**src/rtl/core/adlw_pkg.sv**
```systemverilog
// Shared types and constants for the wide Adler-32 checksum block.
`timescale 1ns / 1ps

package adlw_pkg;

   localparam int WORD_BYTES = 8;
   localparam int BYTE_W     = 8;
   localparam int DATA_W     = WORD_BYTES * BYTE_W;
   localparam int COUNT_W    = 4;
   localparam int PROD_W     = COUNT_W + BYTE_W;
   localparam int BYTES_W    = 11;
   localparam int WEIGHTED_W = 14;
   localparam int SUM_W      = 16;
   localparam int SEED_W     = 2 * SUM_W;
   localparam int A_TOT_W    = SUM_W + 1;
   localparam int B_TOT_W    = SUM_W + COUNT_W;

   localparam logic [SUM_W-1:0] ADLER_MOD   = 16'd65521;
   localparam logic [SUM_W-1:0] FOLD_FACTOR = 16'd15;
   localparam logic [SUM_W-1:0] RESET_A     = 16'd1;
   localparam logic [SUM_W-1:0] RESET_B     = 16'd0;

   typedef struct packed {
      logic [BYTES_W-1:0]    bytes_sum;
      logic [WEIGHTED_W-1:0] weighted_sum;
   } lane_sums_type;

endpackage

```
**src/rtl/core/adlw_lane.sv**
```systemverilog
// One byte lane: masks the byte by the count and weights it by its distance from the end.
`timescale 1ns / 1ps

module adlw_lane import adlw_pkg::*; (
   input  logic [BYTE_W-1:0]  lane_byte,
   input  logic [COUNT_W-1:0] lane_idx,
   input  logic [COUNT_W-1:0] count,
   output lane_sums_type      lane_sums
);

   logic [COUNT_W-1:0] weight;
   logic [PROD_W-1:0]  product;

   always_comb begin
      weight  = (count > lane_idx) ? (count - lane_idx) : '0;
      product = PROD_W'(weight) * PROD_W'(lane_byte);
      lane_sums.bytes_sum    = (weight != '0) ? BYTES_W'(lane_byte) : '0;
      lane_sums.weighted_sum = WEIGHTED_W'(product);
   end

endmodule

```
**src/rtl/core/adlw_merge.sv**
```systemverilog
// Merging stage: adds the byte and weighted sums of all lanes.
`timescale 1ns / 1ps

module adlw_merge import adlw_pkg::*; (
   input  lane_sums_type lane_sums [WORD_BYTES],
   output lane_sums_type item_sums
);

   always_comb begin
      item_sums = '0;
      for (int i = 0; i < WORD_BYTES; i++) begin
         item_sums.bytes_sum    = item_sums.bytes_sum + lane_sums[i].bytes_sum;
         item_sums.weighted_sum = item_sums.weighted_sum + lane_sums[i].weighted_sum;
      end
   end

endmodule

```
**src/rtl/core/adlw_update.sv**
```systemverilog
// Running-sum update: adds one transaction's sums and reduces both halves modulo 65521.
`timescale 1ns / 1ps

module adlw_update import adlw_pkg::*; (
   input  logic               first,
   input  logic [SEED_W-1:0]  seed,
   input  logic [SUM_W-1:0]   sum_a,
   input  logic [SUM_W-1:0]   sum_b,
   input  logic [COUNT_W-1:0] count,
   input  lane_sums_type      item_sums,
   output logic [SUM_W-1:0]   next_a,
   output logic [SUM_W-1:0]   next_b
);

   logic [SUM_W-1:0]   a_base;
   logic [SUM_W-1:0]   b_base;
   logic [A_TOT_W-1:0] a_tot;
   logic [B_TOT_W-1:0] b_tot;
   logic [A_TOT_W-1:0] b_fold;

   always_comb begin
      a_base = first ? seed[SUM_W-1:0] : sum_a;
      b_base = first ? seed[SEED_W-1:SUM_W] : sum_b;
      a_tot  = A_TOT_W'(a_base) + A_TOT_W'(item_sums.bytes_sum);
      b_tot  = B_TOT_W'(b_base) + B_TOT_W'(count) * B_TOT_W'(a_base)
               + B_TOT_W'(item_sums.weighted_sum);
      // 2^16 is congruent to 15, so the high bits fold back in at weight 15.
      b_fold = A_TOT_W'(b_tot[SUM_W-1:0])
               + A_TOT_W'(b_tot[B_TOT_W-1:SUM_W]) * A_TOT_W'(FOLD_FACTOR);
      next_a = (a_tot >= A_TOT_W'(ADLER_MOD)) ? SUM_W'(a_tot - A_TOT_W'(ADLER_MOD))
                                              : a_tot[SUM_W-1:0];
      next_b = (b_fold >= A_TOT_W'(ADLER_MOD)) ? SUM_W'(b_fold - A_TOT_W'(ADLER_MOD))
                                               : b_fold[SUM_W-1:0];
   end

endmodule

```
**src/rtl/core/adler32_wide_checksum.sv**
```systemverilog
// Top level of the wide Adler-32 checksum: lane stage, merge, running sums and handshakes.
`timescale 1ns / 1ps

// The block takes one transaction per clock cycle while its output is not stalled;
// a word's sums are registered in the lane stage, then folded into the output's
// A and B registers. The first stage splits the word into byte lanes and merges
// their byte and weighted sums into a register. The second stage folds those
// sums into the running A and B values and reduces both modulo 65521 in the same
// cycle. That update loop on the 16-bit sums is what sets the rate. The lane
// stage still accepts one transaction while a finished result waits on a stalled
// output; the input stalls only when both stages are full. Byte counts above the
// number of lanes are saturated to it, and a count of zero adds nothing.

module adler32_wide_checksum import adlw_pkg::*; #(
   parameter int BYTES_PER_ITEM = 8
) (
   input  logic               clock,
   input  logic               reset,
   input  logic               req_valid,
   output logic               req_stall,
   input  logic [DATA_W-1:0]  req_data_word,
   input  logic [COUNT_W-1:0] req_byte_count,
   input  logic               req_first,
   input  logic [SEED_W-1:0]  req_seed,
   input  logic               req_last,
   output logic               rsp_valid,
   input  logic               rsp_stall,
   output logic [SEED_W-1:0]  rsp_checksum,
   output logic               rsp_is_last
);

   localparam int LANES = (BYTES_PER_ITEM > WORD_BYTES) ? WORD_BYTES : BYTES_PER_ITEM;

   logic               req_accept;
   logic               out_adv;
   logic               s1_move;
   logic               rsp_take;

   logic [COUNT_W-1:0] s1_count_in;
   lane_sums_type      lane_sums [WORD_BYTES];
   lane_sums_type      s1_sums_in;

   logic               s1_valid_ff,  s1_valid_in;
   lane_sums_type      s1_sums_ff;
   logic [COUNT_W-1:0] s1_count_ff;
   logic               s1_first_ff;
   logic [SEED_W-1:0]  s1_seed_ff;
   logic               s1_last_ff;

   logic               rsp_valid_ff, rsp_valid_in;
   logic               rsp_last_ff;
   logic [SUM_W-1:0]   sum_a_ff,     sum_a_in;
   logic [SUM_W-1:0]   sum_b_ff,     sum_b_in;

   assign out_adv    = !rsp_valid_ff || !rsp_stall;
   assign s1_move    = s1_valid_ff && out_adv;
   assign rsp_take   = rsp_valid_ff && !rsp_stall;
   assign req_stall  = s1_valid_ff && !out_adv;
   assign req_accept = req_valid && !req_stall;

   assign s1_count_in = (req_byte_count > COUNT_W'(LANES)) ? COUNT_W'(LANES) : req_byte_count;

   for (genvar gi = 0; gi < WORD_BYTES; gi++) begin : g_lane
      if (gi < LANES) begin : g_used
         adlw_lane u_lane (
            .lane_byte (req_data_word[gi*BYTE_W +: BYTE_W]),
            .lane_idx  (COUNT_W'(gi)),
            .count     (s1_count_in),
            .lane_sums (lane_sums[gi])
         );
      end else begin : g_unused
         assign lane_sums[gi] = '0;
      end
   end

   adlw_merge u_merge (
      .lane_sums (lane_sums),
      .item_sums (s1_sums_in)
   );

   adlw_update u_update (
      .first     (s1_first_ff),
      .seed      (s1_seed_ff),
      .sum_a     (sum_a_ff),
      .sum_b     (sum_b_ff),
      .count     (s1_count_ff),
      .item_sums (s1_sums_ff),
      .next_a    (sum_a_in),
      .next_b    (sum_b_in)
   );

   always_comb begin
      s1_valid_in  = req_accept ? 1'b1 : (s1_move ? 1'b0 : s1_valid_ff);
      rsp_valid_in = s1_move ? 1'b1 : (rsp_take ? 1'b0 : rsp_valid_ff);
   end

   always_ff @(posedge clock) begin
      if (reset) begin
         s1_valid_ff  <= 1'b0;
         rsp_valid_ff <= 1'b0;
         sum_a_ff     <= RESET_A;
         sum_b_ff     <= RESET_B;
      end else begin
         s1_valid_ff  <= s1_valid_in;
         rsp_valid_ff <= rsp_valid_in;
         if (s1_move) begin
            sum_a_ff <= sum_a_in;
            sum_b_ff <= sum_b_in;
         end
      end
   end

   always_ff @(posedge clock) begin
      if (req_accept) begin
         s1_sums_ff  <= s1_sums_in;
         s1_count_ff <= s1_count_in;
         s1_first_ff <= req_first;
         s1_seed_ff  <= req_seed;
         s1_last_ff  <= req_last;
      end
      if (s1_move) begin
         rsp_last_ff <= s1_last_ff;
      end
   end

   assign rsp_valid    = rsp_valid_ff;
   assign rsp_checksum = {sum_b_ff, sum_a_ff};
   assign rsp_is_last  = rsp_last_ff;

   a_sums_reduced: assert property (@(posedge clock) disable iff (reset)
      rsp_valid_ff |-> (sum_a_ff < ADLER_MOD) && (sum_b_ff < ADLER_MOD))
      else $error("Running sums left unreduced.");

   a_accept_fills_stage: assert property (@(posedge clock) disable iff (reset)
      req_accept |=> s1_valid_ff)
      else $error("Accepted transaction did not reach the lane stage.");

   a_stage_holds: assert property (@(posedge clock) disable iff (reset)
      (s1_valid_ff && rsp_valid_ff && rsp_stall) |=>
         s1_valid_ff && $stable(s1_count_ff) && $stable(s1_sums_ff) && $stable(sum_a_ff))
      else $error("Lane stage or sums changed while the output was stalled.");

endmodule

```
**config.mk**
```make
export PLATFORM = sky130hd
export DESIGN_NAME = adler32_wide_checksum
export DESIGN_NICKNAME = d
export VERILOG_FILES = /design/src/rtl/core/adlw_pkg.sv /design/src/rtl/core/adlw_lane.sv /design/src/rtl/core/adlw_merge.sv /design/src/rtl/core/adlw_update.sv /design/src/rtl/core/adler32_wide_checksum.sv
export SDC_FILE = /design/constraint.sdc
export NUM_CORES = 1
export LEC_CHECK = 0
export BUFFER_PORTS_ARGS = -buffer_cell sky130_fd_sc_hd__buf_2
export CORE_MARGIN = 3
export CORE_UTILIZATION = 58
export CTS_BUF_LIST = sky130_fd_sc_hd__clkbuf_4 sky130_fd_sc_hd__clkbuf_8
export CTS_CLUSTER_SIZE = 16
export DETAILED_ROUTE_END_ITERATION = 12
export PLACE_DENSITY_LB_ADDON = 0.2
export SLEW_MARGIN = 20
export SYNTH_ARGS = -nofsm -noshare
export SYNTH_HDL_FRONTEND = slang
export SYNTH_SLANG_ARGS = --single-unit
export TNS_END_PERCENT = 30
```
**constraint.sdc**
```tcl
create_clock -name clock -period 10.94 [get_ports clock]
set_clock_uncertainty 0.1 [all_clocks]
set_input_delay 1.094 -clock clock [delete_from_list [all_inputs] [get_ports clock]]
set_output_delay 1.094 -clock clock [all_outputs]
set_load 0.03 [all_outputs]
```
# == After elaboration in Yosys (flattened, before gate mapping) ==
# Cells that the tools add are included.
# totals
regBits,98
in_bits,106
out_inout_bits,35
wordCells,103
# classes
add_sub_neg,27
mul,10
order_cmp,11
muxes,25
n_reduce_logical,19
# ops
op,count
$mul A4 B8 Y12,8
$add A14 B12 Y14,6
$add A11 B8 Y11,6
$mux W16,4
$mux W8,8
$mux W4,9
$ge A17 B16 Y1 const B,2
$reduce_bool A4 Y1,8
$sub A16 B16 Y16 const B,2
$add A16 B20 Y20,1
$add A20 B14 Y20,1
$mul A4 B16 Y20,1
$add A16 B11 Y17,1
$add A16 B8 Y17,1
$gt A4 B3 Y1 const B,4
$sub A4 B3 Y4 const B,4
$add A12 B12 Y13,1
$add A8 B8 Y9,1
$gt A4 B1 Y1 const B,2
$gt A4 B2 Y1 const B,2
$mul A4 B4 Y8 const B,1
$sub A4 B2 Y4 const B,2
$gt A4 B4 Y1 const B,1
$logic_and A1 B1 Y1,4
other kinds (5),12

# == Logic depth before layout (Yosys ltp) ==
# depth
depth_word,13
depth_mapped,41
depth_no_buf,38

# == Modules after synthesis ==
# Synthesis repeated with hierarchy kept, for this count alone.
# hier_totals
cells_unflattened,2678
area_unflattened_um2,23729.0
# modules_own_cells
mod,instances,cells_per_inst,area_per_inst_um2,seq_area_each_um2
adlw_lane,8,156,1252.5,0.0
adlw_update,1,689,5575.3,0.0
adlw_merge,1,522,4644.5,0.0
adler32_wide_checksum,1,219,3489.6,2602.5

# == Worst setup path after synthesis ==
# No wires, ideal clock.
# synth_path
path_type,register -> register
start,register s1_first_ff
end,register sum_b_ff[14]
setup_time_ps,117
t_arrival_ps,9942
t_required_ps,10723
slack_ps,780
path_stages_with_launch,39
n_path_buf,4
synth_period_minus_slack_ps,10160
cell_sequence,edfxtp_1 clkbuf_1 clkbuf_1 buf_1 clkbuf_1 mux2i_1 fa_1 inv_1 fa_1 inv_1 fa_1 inv_1 ha_1 a21oi_1 o21ai_0 o31ai_1 a21bo_2 nand2b_1 [... 3 more ...] xor2_1 xor2_1 ha_1 fa_1 inv_1 fa_1 inv_1 ha_1 a21o_1 a21oi_2 a21boi_1 or4b_4 nand4bb_4 nor4_1 and2b_1 a31oi_1 or4_4 a32o_1
# synth_between
elab_chain_cells,8
elab_cells_between_ends,10
classes_between,add/sub (4); mul (2); order compare (1); mux (3)
# synth_lines
item,line,rtl
from (decl),adler32_wide_checksum.sv:46,logic s1_first_ff;
from (signal assigned),adler32_wide_checksum.sv:117,s1_first_ff <= req_first;
$mux W16,adlw_update.sv:22,a_base = first ? seed[SUM_W-1:0] : sum_a;
$mul A4 B16 Y20,adlw_update.sv:25,b_tot = B_TOT_W'(b_base) + B_TOT_W'(count) * B_TOT_W'(a_base)
$add A16 B20 Y20 *,adlw_update.sv:25,
$add A20 B14 Y20 *,adlw_update.sv:26,+ B_TOT_W'(item_sums.weighted_sum);
$mul A4 B4 Y8,adlw_update.sv:29,+ A_TOT_W'(b_tot[B_TOT_W-1:SUM_W]) * A_TOT_W'(FOLD_FACTOR);
$add A16 B8 Y17 *,adlw_update.sv:29,
$sub A16 B16 Y16 or $ge A17 B16 Y1 (tied branches),adlw_update.sv:32,next_b = (b_fold >= A_TOT_W'(ADLER_MOD)) ? SUM_W'(b_fold - A_TOT_W'(ADLER_MOD))
$mux W16 *,adlw_update.sv:32,
to (signal assigned),adler32_wide_checksum.sv:108,sum_b_ff <= sum_b_in;
to (decl),adler32_wide_checksum.sv:53,"logic [SUM_W-1:0] sum_b_ff, sum_b_in;"
# Mark *: on every way between the ends. The rest lies on a longest branch, timed or not.
# A chain may end at the register's enable or synchronous reset.

# == Final worst setup path ==
# Same ends and word-level chain as after synthesis.

==> impl_metrics.env <==
export IMPL_first_global_vias=14700
export IMPL_worstReg2RegEnd="sum_b_ff[14]$_SDFFE_PP0P_"
export IMPL_die_h_um=185
export IMPL_setup_viol=0
export IMPL_cts_hold_buf=0
export IMPL_seq_area_frac_synth_pct=14.0
export IMPL_place_inst=2508
export IMPL_synthArstFlopShare_pct=0
export IMPL_port_buffers=140
export IMPL_viasPerCell=5.61
export IMPL_relSlewSlack_pct=32.4
export IMPL_ioPinCount=141
export IMPL_yosysWarnings=0
export IMPL_max_freq_mhz=98.2
export IMPL_cp_common_cell="fa_1"
export IMPL_fin_crit_sh_pct=93.1
export IMPL_crit_fanout=15
export IMPL_drive_above_1_share_pct=10.4
export IMPL_r2r_start="s1_first_ff$_DFFE_PP_"
export IMPL_track_usage_pct=29.9
export IMPL_clock_latency_ns=0.40
export IMPL_ys_flop_type="edfxtp_1"
export IMPL_max_cap_violations=0
export IMPL_synth_seq_cells=98
export IMPL_antenna_found_initial=1
export IMPL_cts_tree="built"
export IMPL_areaGrowthSynthToFinish_pct=7.97
export IMPL_synth_common_cells="392 x inv_1, 327 x fa_1, 199 x nand2_1"
export IMPL_maxSlewViolCount=0
export IMPL_vias=14200
export IMPL_avgRoutedWirePerCell_um=19.6
export IMPL_synth_top_cell_by_area="fa_1"
export IMPL_die_area_um2=34300
export IMPL_hold_class="register to register"
export IMPL_syn_area_um2=18600
export IMPL_fillers=2737
export IMPL_r2r_setup_slack_ns=0.76
export IMPL_crit_family="adder cells"
export IMPL_die_w_um=185
export IMPL_grt_max_degree=64
export IMPL_clockBufferDepth=2
export IMPL_ant_nets=0
export IMPL_ys_types=77
export IMPL_dp_hpwl_um=42000
export IMPL_holdPathStages=0
export IMPL_hold_end="rsp_is_last$_DFFE_PP_"
export IMPL_hp_start="s1_last_ff$_DFFE_PP_"
export IMPL_cts_sinks=98
export IMPL_post_route_min_period_ns=10.18
export IMPL_stdcell_count=2528
export IMPL_routabilityCongestion=0.965
export IMPL_critPathSlowestCell="fa_1"
export IMPL_fin_nets=2726
export IMPL_reg2reg_depth=36
export IMPL_critPathBufInv=6
export IMPL_yosysMostFrequentCell="inv_1"
export IMPL_fin_setup_tns_ns=0
export IMPL_drt_wl_total_um=49500
export IMPL_start_kind="register"
export IMPL_cts_buffers=9
export IMPL_fp_row_count=65
export IMPL_ys_top_cells_by_area="fa_1 35%, ha_1 12%, edfxtp_1 10%"
export IMPL_drc_errors=0
export IMPL_syn_avg_cell_area_um2=9.43
export IMPL_finalHoldViolCount=0
export IMPL_crit_type="register to register"
export IMPL_required_ns=11.14
export IMPL_gr_total_overflow=0
export IMPL_outcome="finished, final reports clean"
export IMPL_path_clk_slew_ns=0.10
export IMPL_dr_first_iter_drc_count=928
export IMPL_critPathMaxStageDelay_ns=0.55
export IMPL_firstDrtPassIters=5
export IMPL_crit_path_end_kind="register"
export IMPL_core_area_um2=31600
export IMPL_synth_edf_count=64
export IMPL_cts_root_buf="clkbuf_8"
export IMPL_tightest_slew_ns=1.01
export IMPL_critPathArrivalTime_ns=10.38
export IMPL_htreeDepth=3
export IMPL_fin_util_pct=63.6
export IMPL_grt_pass1_wl_um=78400
export IMPL_initial_core_util_pct=58.9
export IMPL_synthCells=1977
export IMPL_synthDominantCellAreaShare_pct=35.1
## placed cells by master, fill, tap and decap left out, drive strengths merged, types with 28 or more instances in the layout
master / n
and3: 34
and2: 141
nor2b: 28
nand2: 200
buf: 160
o21ai: 35
xnor2: 55
edfxtp: 64
ha: 174
fa: 327
a21o: 32
nor2: 72
inv: 395
a21oi: 73
nand3: 35
dfxtp: 34
## cells by family (layout without fill, tap and decap cells)
group	Yosys count	in the layout	share of synthesized area, %
flops	98	98	14.0
compound gates	232	232	8.27
simple gates	594	594	16.4
mux	36	36	2.07
buf+inv	437	570	8.81
xor+xnor	77	77	3.62
other cells	2	18	0.0403
fa+ha+maj	501	501	46.8
## flip-flops by register name (all words and copies together), names as in the netlist
name / flops
s1_valid_ff: 1
s1_sums_ff: 25
rsp_valid: 1
rsp_is_last: 1
s1_first_ff: 1
sum_b_ff: 16
sum_a_ff: 16
s1_count_ff: 4
s1_seed_ff: 32
s1_last_ff: 1
## through the flow
stage                     area (um2)  hold WS [ns]  setup slack, ns
after floorplan                18700         0.300            0.780
after global placement         19900         0.322            0.743
after detailed placement       19900         0.309            0.545
after CTS                      20100         0.346            0.443
after global routing           20100         0.349         -0.00843
final                          20100         0.340            0.757
## how the worst max path moves through the flow
stage | end | slack (ns) | depth (start not counted) | startpoint
global placement | sum_b_ff[14]$_SDFFE_PP0P_ | 0.74 | 35 | s1_first_ff$_DFFE_PP_
floorplan | sum_b_ff[14]$_SDFFE_PP0P_ | 0.78 | 38 | s1_first_ff$_DFFE_PP_
CTS | sum_b_ff[14]$_SDFFE_PP0P_ | 0.44 | 35 | s1_first_ff$_DFFE_PP_
detailed placement | sum_b_ff[14]$_SDFFE_PP0P_ | 0.54 | 35 | s1_first_ff$_DFFE_PP_
finish | sum_b_ff[14]$_SDFFE_PP0P_ | 0.76 | 36 | s1_first_ff$_DFFE_PP_
global route | sum_b_ff[14]$_SDFFE_PP0P_ | -0.008 | 36 | s1_first_ff$_DFFE_PP_
## worst reg2reg max path: cells and delay by family (launching register included)
kind                       cells  cell delay, ns
xor gates and xnor gates       3            0.71
muxes                          1            0.40
and+or+nand+nor                8            2.24
buffers and inverters          6            0.57
AOI/OAI and AO/OA             10            2.06
adders and majority gates      8            3.58
DFF                            1            0.42
## timing repair
action                     in CTS  in global routing
setup endpoints to repair       0                 11
gates resized for setup         0                  1
buffers inserted                0                  2
## layout make-up
cell class                 count  area [um2]  area share [%]
clock inverter                 7        86.3           0.429
antenna                        2        5.00          0.0249
timing repair buffer         160         863            4.29
clock buffer                   9         124           0.616
inverter                     394        1480            7.35
tap                          402         503            2.50
multi-input combinational   1456       14500            71.9
sequential                    98        2600            12.9
## metal layers
layer / up-vias / wire [um] / GRT usage, %
met3: 108 / 2680 / 2.51
li1: 6552 / - / -
met2: 504 / 25200 / 52.8
met1: 7014 / 19100 / 37.5
met4: 0 / 2490 / 13.8
met5: - / 0 / 0
Power is not shown: default switching activity piles up to over one toggle a cycle in this logic, so the estimate is an artifact.
